$ cat config.mk
export PLATFORM = sky130hd
export DESIGN_NAME = ordered_list_engine
export DESIGN_NICKNAME = d
export VERILOG_FILES = /design/src/sv/ole_pkg.sv /design/src/sv/ordered_list_engine.sv /design/src/sv/ole_cell.sv /design/src/sv/ole_ctrl.sv
export SDC_FILE = /design/constraint.sdc
export NUM_CORES = 1
export LEC_CHECK = 0
export BUFFER_PORTS_ARGS = -buffer_cell sky130_fd_sc_hd__buf_4
export CAP_MARGIN = 20
export CORE_MARGIN = 8
export CORE_UTILIZATION = 57
export CTS_CLUSTER_SIZE = 24
export DETAILED_ROUTE_END_ITERATION = 6
export HOLD_SLACK_MARGIN = 0.03
export PLACE_DENSITY = 0.77
export SLEW_MARGIN = 20
export SYNTH_ARGS = -nofsm -noshare
export SYNTH_HDL_FRONTEND = slang
export SYNTH_SLANG_ARGS = --single-unit
$ cat constraint.sdc
create_clock -name aclk -period 5.35 [get_ports aclk]
set_input_delay 0.535 -clock aclk [delete_from_list [all_inputs] [get_ports aclk]]
set_output_delay 0.535 -clock aclk [all_outputs]
set_load 0.1 [all_outputs]
$ cat src/sv/ole_pkg.sv
// Shared types and constants for the ordered list engine.
// Used by ole_cell, ole_ctrl, ordered_list_engine and ole_checker; no dependencies.
package ole_pkg;

    // Request and result field widths
    localparam int FUNC_W     = 3;
    localparam int POS_W      = 8;
    localparam int VAL_W      = 32;
    localparam int STAT_W     = 2;
    localparam int ENT_W      = 5;
    localparam int S_TDATA_W  = 48;
    localparam int M_TDATA_W  = 40;

    // Result tdata bit positions
    localparam int M_STAT_LSB  = 0;
    localparam int M_ELEM_LSB  = 2;
    localparam int M_ENT_LSB   = 34;
    localparam int M_EMPTY_BIT = 39;

    typedef enum logic [FUNC_W-1:0] {
        FN_INSERT_AT = 3'd0,
        FN_APPEND    = 3'd1,
        FN_REM_VALUE = 3'd2,
        FN_REM_AT    = 3'd3,
        FN_REVERSE   = 3'd4,
        FN_CLEAR     = 3'd5,
        FN_READ_OUT  = 3'd6
    } func_t;

    typedef enum logic [STAT_W-1:0] {
        STAT_OK      = 2'd0,
        STAT_BAD_POS = 2'd1,
        STAT_FULL    = 2'd2,
        STAT_EMPTY   = 2'd3
    } status_t;

    typedef enum logic [2:0] {
        S_IDLE,
        S_EXEC,
        S_SCAN,
        S_READ,
        S_DONE
    } state_t;

    // Where a cell takes its next value from
    typedef enum logic [1:0] {
        SRC_HOLD,
        SRC_LEFT,
        SRC_RIGHT,
        SRC_FILL
    } cell_src_t;

endpackage

$ cat src/sv/ordered_list_engine.sv
// Ordered list engine top level: request unpacking, the ole_cell row and ole_ctrl.
// Depends on ole_pkg, ole_cell and ole_ctrl.
//
// Bounded ordered list of up to DEPTH signed words held in a row of cells, one
// entry per cell. A request is taken only while the engine is idle. Insert,
// append, remove at, clear and unused codes pass through the exec and done
// states. Remove value and reverse on a non-empty list also pass through the
// scan state, and read out offers its entries from the read state: these walk
// the list through the cell row one entry per cycle, rotating it past cell 0;
// stalls on m_tready hold read out. Each result sits in an output register, so
// a new request is taken while the last result still waits.
module ordered_list_engine #(
    parameter int DEPTH      = 16,
    parameter int VALUE_BITS = 32
) (
    input  logic                            aclk,
    input  logic                            aresetn,
    input  logic                            s_tvalid,
    output logic                            s_tready,
    // func[2:0], position[10:3], value[42:11], zero fill[47:43]
    input  logic [ole_pkg::S_TDATA_W-1:0]   s_tdata,
    output logic                            m_tvalid,
    input  logic                            m_tready,
    // status[1:0], element[33:2], entries[38:34], is_empty[39]
    output logic [ole_pkg::M_TDATA_W-1:0]   m_tdata,
    output logic                            m_tlast
);

    logic [VALUE_BITS-1:0]   cell_q [DEPTH];
    ole_pkg::cell_src_t      cell_src [DEPTH];
    logic [VALUE_BITS-1:0]   fill;

    ole_ctrl #(
        .DEPTH      (DEPTH),
        .VALUE_BITS (VALUE_BITS)
    ) u_ctrl (
        .aclk       (aclk),
        .aresetn    (aresetn),
        .s_tvalid   (s_tvalid),
        .s_tready   (s_tready),
        .s_func     (s_tdata[2:0]),
        .s_position (s_tdata[10:3]),
        .s_value    (s_tdata[42:11]),
        .m_tvalid   (m_tvalid),
        .m_tready   (m_tready),
        .m_tdata    (m_tdata),
        .m_tlast    (m_tlast),
        .head       (cell_q[0]),
        .fill       (fill),
        .cell_src   (cell_src)
    );

    for (genvar i = 0; i < DEPTH; i++) begin : g_cell
        ole_cell #(
            .VALUE_BITS (VALUE_BITS)
        ) u_cell (
            .aclk    (aclk),
            .src     (cell_src[i]),
            .left_q  (cell_q[(i == 0) ? 0 : i - 1]),
            .right_q (cell_q[(i == DEPTH - 1) ? DEPTH - 1 : i + 1]),
            .fill    (fill),
            .q       (cell_q[i])
        );
    end

endmodule

$ cat src/sv/ole_cell.sv
// One entry of the list row: holds a word, loads from a neighbor or the fill bus.
// Depends on ole_pkg.
module ole_cell #(
    parameter int VALUE_BITS = 32
) (
    input  logic                    aclk,
    input  ole_pkg::cell_src_t      src,
    input  logic [VALUE_BITS-1:0]   left_q,
    input  logic [VALUE_BITS-1:0]   right_q,
    input  logic [VALUE_BITS-1:0]   fill,
    output logic [VALUE_BITS-1:0]   q
);

    logic [VALUE_BITS-1:0] q_reg;

    always_ff @(posedge aclk) begin
        case (src)
            ole_pkg::SRC_LEFT:  q_reg <= left_q;
            ole_pkg::SRC_RIGHT: q_reg <= right_q;
            ole_pkg::SRC_FILL:  q_reg <= fill;
            default:            q_reg <= q_reg;
        endcase
    end

    assign q = q_reg;

endmodule

$ cat src/sv/ole_ctrl.sv
// Sequencer for the ordered list engine: request decode, count, cell steering
// and the result register. Depends on ole_pkg; drives the ole_cell row.
module ole_ctrl #(
    parameter int DEPTH      = 16,
    parameter int VALUE_BITS = 32
) (
    input  logic                            aclk,
    input  logic                            aresetn,
    input  logic                            s_tvalid,
    output logic                            s_tready,
    input  logic [ole_pkg::FUNC_W-1:0]      s_func,
    input  logic [ole_pkg::POS_W-1:0]       s_position,
    input  logic [ole_pkg::VAL_W-1:0]       s_value,
    output logic                            m_tvalid,
    input  logic                            m_tready,
    output logic [ole_pkg::M_TDATA_W-1:0]   m_tdata,
    output logic                            m_tlast,
    input  logic [VALUE_BITS-1:0]           head,
    output logic [VALUE_BITS-1:0]           fill,
    output ole_pkg::cell_src_t              cell_src [DEPTH]
);

    localparam int CW   = $clog2(DEPTH + 1);
    localparam int IW   = $clog2(DEPTH);
    localparam int CMPW = ((CW > ole_pkg::POS_W) ? CW : ole_pkg::POS_W) + 1;

    ole_pkg::state_t                state_reg, state_next;
    logic [CW-1:0]                  count_reg, count_next;
    logic [CW-1:0]                  span_reg, span_next;
    logic [CW-1:0]                  steps_reg, steps_next;
    ole_pkg::func_t                 func_reg, func_next;
    logic [ole_pkg::POS_W-1:0]      pos_reg, pos_next;
    logic [VALUE_BITS-1:0]          val_reg, val_next;
    ole_pkg::status_t               stat_reg, stat_next;

    logic                           m_valid_reg;
    ole_pkg::status_t               m_status_reg;
    logic [ole_pkg::VAL_W-1:0]      m_element_reg;
    logic [ole_pkg::ENT_W-1:0]      m_entries_reg;
    logic                           m_empty_reg;
    logic                           m_last_reg;

    logic                           out_free;
    logic                           out_load;
    ole_pkg::status_t               o_status;
    logic [ole_pkg::VAL_W-1:0]      o_element;
    logic                           o_last;
    logic                           rot_en;
    logic [CMPW-1:0]                pos_w, cnt_w, ins_pos;
    logic [IW-1:0]                  pidx;

    assign out_free = !m_valid_reg || m_tready;
    assign s_tready = (state_reg == ole_pkg::S_IDLE);
    assign pos_w    = CMPW'(pos_reg);
    assign cnt_w    = CMPW'(count_reg);

    always_comb begin
        state_next = state_reg;
        count_next = count_reg;
        span_next  = span_reg;
        steps_next = steps_reg;
        func_next  = func_reg;
        pos_next   = pos_reg;
        val_next   = val_reg;
        stat_next  = stat_reg;
        out_load   = 1'b0;
        o_status   = ole_pkg::STAT_OK;
        o_element  = '0;
        o_last     = 1'b1;
        rot_en     = 1'b0;
        fill       = val_reg;
        ins_pos    = (func_reg == ole_pkg::FN_APPEND) ? cnt_w + CMPW'(1) : pos_w;
        pidx       = IW'(ins_pos - CMPW'(1));
        for (int i = 0; i < DEPTH; i++) begin
            cell_src[i] = ole_pkg::SRC_HOLD;
        end

        unique case (state_reg)
            ole_pkg::S_IDLE: begin
                if (s_tvalid) begin
                    func_next  = ole_pkg::func_t'(s_func);
                    pos_next   = s_position;
                    val_next   = VALUE_BITS'(s_value);
                    state_next = ole_pkg::S_EXEC;
                end
            end
            ole_pkg::S_EXEC: begin
                stat_next  = ole_pkg::STAT_OK;
                state_next = ole_pkg::S_DONE;
                span_next  = count_reg;
                steps_next = count_reg;
                unique case (func_reg) inside
                    ole_pkg::FN_INSERT_AT, ole_pkg::FN_APPEND: begin
                        if (ins_pos == '0 || ins_pos > cnt_w + CMPW'(1)) begin
                            stat_next = ole_pkg::STAT_BAD_POS;
                        end else if (count_reg == CW'(DEPTH)) begin
                            stat_next = ole_pkg::STAT_FULL;
                        end else begin
                            // open a gap at the position, push the tail right
                            for (int i = 0; i < DEPTH; i++) begin
                                if (IW'(i) > pidx) begin
                                    cell_src[i] = ole_pkg::SRC_LEFT;
                                end else if (IW'(i) == pidx) begin
                                    cell_src[i] = ole_pkg::SRC_FILL;
                                end
                            end
                            count_next = count_reg + CW'(1);
                        end
                    end
                    ole_pkg::FN_REM_VALUE: begin
                        if (count_reg == '0) begin
                            stat_next = ole_pkg::STAT_EMPTY;
                        end else begin
                            state_next = ole_pkg::S_SCAN;
                        end
                    end
                    ole_pkg::FN_REM_AT: begin
                        if (pos_w == '0 || pos_w > cnt_w) begin
                            stat_next = ole_pkg::STAT_BAD_POS;
                        end else begin
                            // close the gap, pull the tail left
                            for (int i = 0; i < DEPTH - 1; i++) begin
                                if (IW'(i) >= pidx) begin
                                    cell_src[i] = ole_pkg::SRC_RIGHT;
                                end
                            end
                            count_next = count_reg - CW'(1);
                        end
                    end
                    ole_pkg::FN_REVERSE: begin
                        if (count_reg != '0) begin
                            state_next = ole_pkg::S_SCAN;
                        end
                    end
                    ole_pkg::FN_CLEAR: begin
                        count_next = '0;
                    end
                    ole_pkg::FN_READ_OUT: begin
                        if (count_reg == '0) begin
                            stat_next = ole_pkg::STAT_EMPTY;
                        end else begin
                            state_next = ole_pkg::S_READ;
                        end
                    end
                    default: begin
                    end
                endcase
            end
            ole_pkg::S_SCAN: begin
                // head leaves the ring; kept heads re-enter at the ring's tail
                fill       = head;
                rot_en     = 1'b1;
                if (func_reg == ole_pkg::FN_REVERSE || head == val_reg) begin
                    span_next = span_reg - CW'(1);
                end
                steps_next = steps_reg - CW'(1);
                if (steps_reg == CW'(1)) begin
                    if (func_reg == ole_pkg::FN_REM_VALUE) begin
                        count_next = span_next;
                    end
                    state_next = ole_pkg::S_DONE;
                end
            end
            ole_pkg::S_READ: begin
                fill = head;
                if (out_free) begin
                    out_load   = 1'b1;
                    o_element  = ole_pkg::VAL_W'(signed'(head));
                    o_last     = (steps_reg == CW'(1));
                    rot_en     = 1'b1;
                    steps_next = steps_reg - CW'(1);
                    if (steps_reg == CW'(1)) begin
                        state_next = ole_pkg::S_IDLE;
                    end
                end
            end
            ole_pkg::S_DONE: begin
                if (out_free) begin
                    out_load   = 1'b1;
                    o_status   = stat_reg;
                    state_next = ole_pkg::S_IDLE;
                end
            end
            default: begin
                state_next = ole_pkg::S_IDLE;
            end
        endcase

        // rotate the first span cells left by one, head into the last of them
        if (rot_en) begin
            for (int i = 0; i < DEPTH; i++) begin
                if (CW'(i) + CW'(1) < span_reg) begin
                    cell_src[i] = ole_pkg::SRC_RIGHT;
                end else if (CW'(i) + CW'(1) == span_reg) begin
                    cell_src[i] = ole_pkg::SRC_FILL;
                end
            end
        end
    end

    always_ff @(posedge aclk) begin
        if (!aresetn) begin
            state_reg   <= ole_pkg::S_IDLE;
            count_reg   <= '0;
            m_valid_reg <= 1'b0;
        end else begin
            state_reg <= state_next;
            count_reg <= count_next;
            if (out_load) begin
                m_valid_reg <= 1'b1;
            end else if (m_tready) begin
                m_valid_reg <= 1'b0;
            end
        end
    end

    always_ff @(posedge aclk) begin
        span_reg  <= span_next;
        steps_reg <= steps_next;
        func_reg  <= func_next;
        pos_reg   <= pos_next;
        val_reg   <= val_next;
        stat_reg  <= stat_next;
        if (out_load) begin
            m_status_reg  <= o_status;
            m_element_reg <= o_element;
            m_entries_reg <= ole_pkg::ENT_W'(count_reg);
            m_empty_reg   <= (count_reg == '0);
            m_last_reg    <= o_last;
        end
    end

    assign m_tvalid = m_valid_reg;
    assign m_tlast  = m_last_reg;
    assign m_tdata  = {m_empty_reg, m_entries_reg, m_element_reg, m_status_reg};

endmodule

==> out/qor.csv <==
stage,metric,value,unit
global_route,largest net degree at the start of global routing,65,
cts,number of buffers created by CTS,68,
status,status,finished clean,
yosys,asr flop ratio synth,0,%
die,Die ar.,63900,µm²
route,DR WL/cell,27.8,µm
timing,Fin. Hold Viols,0,
die,Die Width,253,µm
yosys,Yosys warnings,0,
yosys,Yosys cell types,76,
finish,"commonest cells after routing, fill and taps aside","608 x edfxtp_1, 387 x mux2i_1, 353 x nor2_1",
timing,actual slew at the worst max-slew pin,1190,ps
finish,"commonest non-fill, non-tap cell in the layout",edfxtp_1,
finish,Multi-input gate area,12700,µm²
yosys,Area contributors post-synth,"edfxtp_1 57%, mux2i_1 12%, a21oi_1 4.6%",
finish,share of cells above drive strength 1,11.3,%
yosys,"area leader, netlist",edfxtp_1,
worst_setup_path,crit path DAT,4890,ps
timing,final max-slew violation count,0,
route,Routed Antenna Nets,0,
die,Core Area,55300,µm²
cts,H-Tree Depth,3,
worst_hold_path,Hold/Removal Path Class,input port to register,
finish,FILL cells,4213,
timing,Final Critical Period,4570,ps
worst_setup_path,kind of critical path,register to register,
route,Initial DRT Pass Iterations,6,
worst_setup_path,critical path cell sequence,clkinv_1 -> or3_1 -> o21ai_0 -> ha_1 -> a21oi_1 -> nand2_1 -> o22a_1 -> nor3_4 -> a21oi_1 -> o311a_2 -> buf_4 -> a221o_1,
worst_setup_path,cell mode on critical path,a21oi_1,
flow_run,max-cap viol count,0,
finish,final-stage net count,2943,
power,VDD IR max,0.000225,V
timing,relative slew slack,18.3,%
yosys,Syn Inst Count,2841,
cts,post-cts resize count,0,
route,DR vias,24600,
cts,CTS tree,built,
global_route,number of global-route vias before repair,23200,
place,Port Buf Inserts,89,
yosys,sequential element share of the synthesized area,57.7,%
worst_setup_path,CP Launch Type,register,
finish,max reg flops,512,
timing,clk_skew,32.8,ps
route,drt via density,6.70,
finish,Reg area,18400,µm²
global_route,GR Overflow Total,0,
die,Die Span Y,253,µm
worst_setup_path,CP Capture Type,register,
cts,Root Buffer,clkbuf_16,
global_route,initial antenna violation count,0,
cts,CTS max path bufs,3,
timing,Setup TNS,0,ps
global_route,first-pass GRT wire length,150,mm
timing,period utilisation layout,85.3,%
power,Pwr Density,315,nW/µm²
yosys,Syn Area/Cell,11.2,µm²
route,"wirelength, routed",102,mm
yosys,Synth top area share,57.1,%
cts,Worst-Skew Late Latency,610,ps
die,Ports,95,
finish,Area Growth Syn to Fin,12.7,%
yosys,dominant synthesized flop cell,edfxtp_1,
cts,hold_buf cts,0,
worst_setup_path,CP required,5680,ps
timing,fmax,219,MHz
cts,# Post-CTS Setup Buffers,0,
yosys,Syn Std Cell Area,32000,µm²
place,Final GP Congestion,0.939,
place,DPL Wire Length,69.5,mm
route,1st-iter DRT viols,4018,
worst_setup_path,worst-path fanout max,23,
timing,RSZ-0062 raised after global routing,false,
timing,final setup vio count,0,
die,row count,86,
yosys,Mapped Nets,2919,
route,final routed DRC violation total,0,
cts,clock net sink count,617,
yosys,"FF+latch count, synth",617,
worst_setup_path,Critical-path top delay cell,o311a_2,
cts,"Clk pin slew, worst setup/hold paths",60,ps
die,Initial Util,57.8,%
power,Design Power,11.3,mW
yosys,Post-synth EDFFs,608,
global_route,gr usage total,31.2,%
power,LEAKAGE,13.5,nW
worst_setup_path,Crit path largest cell delay,680,ps
[worst paths after layout]
| path | startpoint | to | slack, ps | depth (start not counted) |
|---|---|---|---|---|
| worst min register to register | g_cell[8].u_cell.q[31] | g_cell[9].u_cell.q[31] | 550 | 2 |
| worst max register to register | u_ctrl.count_reg[4] | g_cell[8].u_cell.q[7] | 780 | 12 |
| worst max-delay path | u_ctrl.count_reg[4] | g_cell[8].u_cell.q[7] | 780 | 12 |
| worst min-delay path | s_tdata[30] | u_ctrl.val_reg[19] | 100 | 1 |
[kinds of logic after synthesis]
family | after synthesis | share of synthesized area, %
fa+ha+maj | 26 | 1.04
flops | 617 | 57.7
mux | 389 | 12.2
buf+inv | 252 | 3.64
simple gates | 841 | 11.3
xor+xnor | 47 | 1.29
compound gates | 669 | 12.9
[critical path, delay by kind of cell (launching register included)]
family	cells	cell delay (ps)
fa+ha+maj	1	280
compound gates	6	1820
flops	1	530
simple gates	3	950
buf+inv	2	690
[Yosys cell counts (all sizes together), types with 21 or more instances]
cell type  instances
inv               21
nand2            314
clkbuf           132
nand3             21
nor2             357
and3              34
a21oi            296
and2              35
a221o             96
o21ai            203
xnor2             41
ha                25
edfxtp           608
mux2i            387
buf               98
[power by group]
part	total, mW	leakage (nW)	switching [mW]	internal (mW)
combinational	1.26	6.94	0.901	0.358
clock	4.43	0.981	1.96	2.47
sequential	5.66	5.57	0.163	5.49
total	11.3	13.5	3.02	8.32
[stage by stage]
stage,hold WS [ps],area [µm²],instances,utilization (%),worst slack [ps]
after floorplan,506,32000,2841,-,92.9
after global placement,528,33900,3541,61.3,821
after CTS,81.3,36000,3663,65.1,897
after global routing,91.4,36000,3664,65.1,604
final,99.3,36000,3665,65.1,785
after detailed placement,534,33900,3542,61.4,902
[layer usage]
| layer | share of wire (%) | vias to the layer above | GRT usage, % |
|---|---|---|---|
| met2 | 41 | 1928 | 42.4 |
| met3 | 16 | 191 | 11.9 |
| met1 | 41 | 11900 | 45.7 |
| li1 | - | 10500 | - |
| met4 | 2.6 | 0 | 9.42 |
| met5 | 0 | - | 0 |
[final cells by class]
class | instances | area share (%)
clock inverters | 38 | 0.709
clock buffers | 83 | 4.94
repair buffers | 184 | 5.07
inverters | 22 | 0.229
multi-input cells | 1972 | 35.2
diodes | 1 | 0.00695
well taps | 748 | 2.60
flip-flops and latches | 617 | 51.2
(Power assumes the default switching activity.)
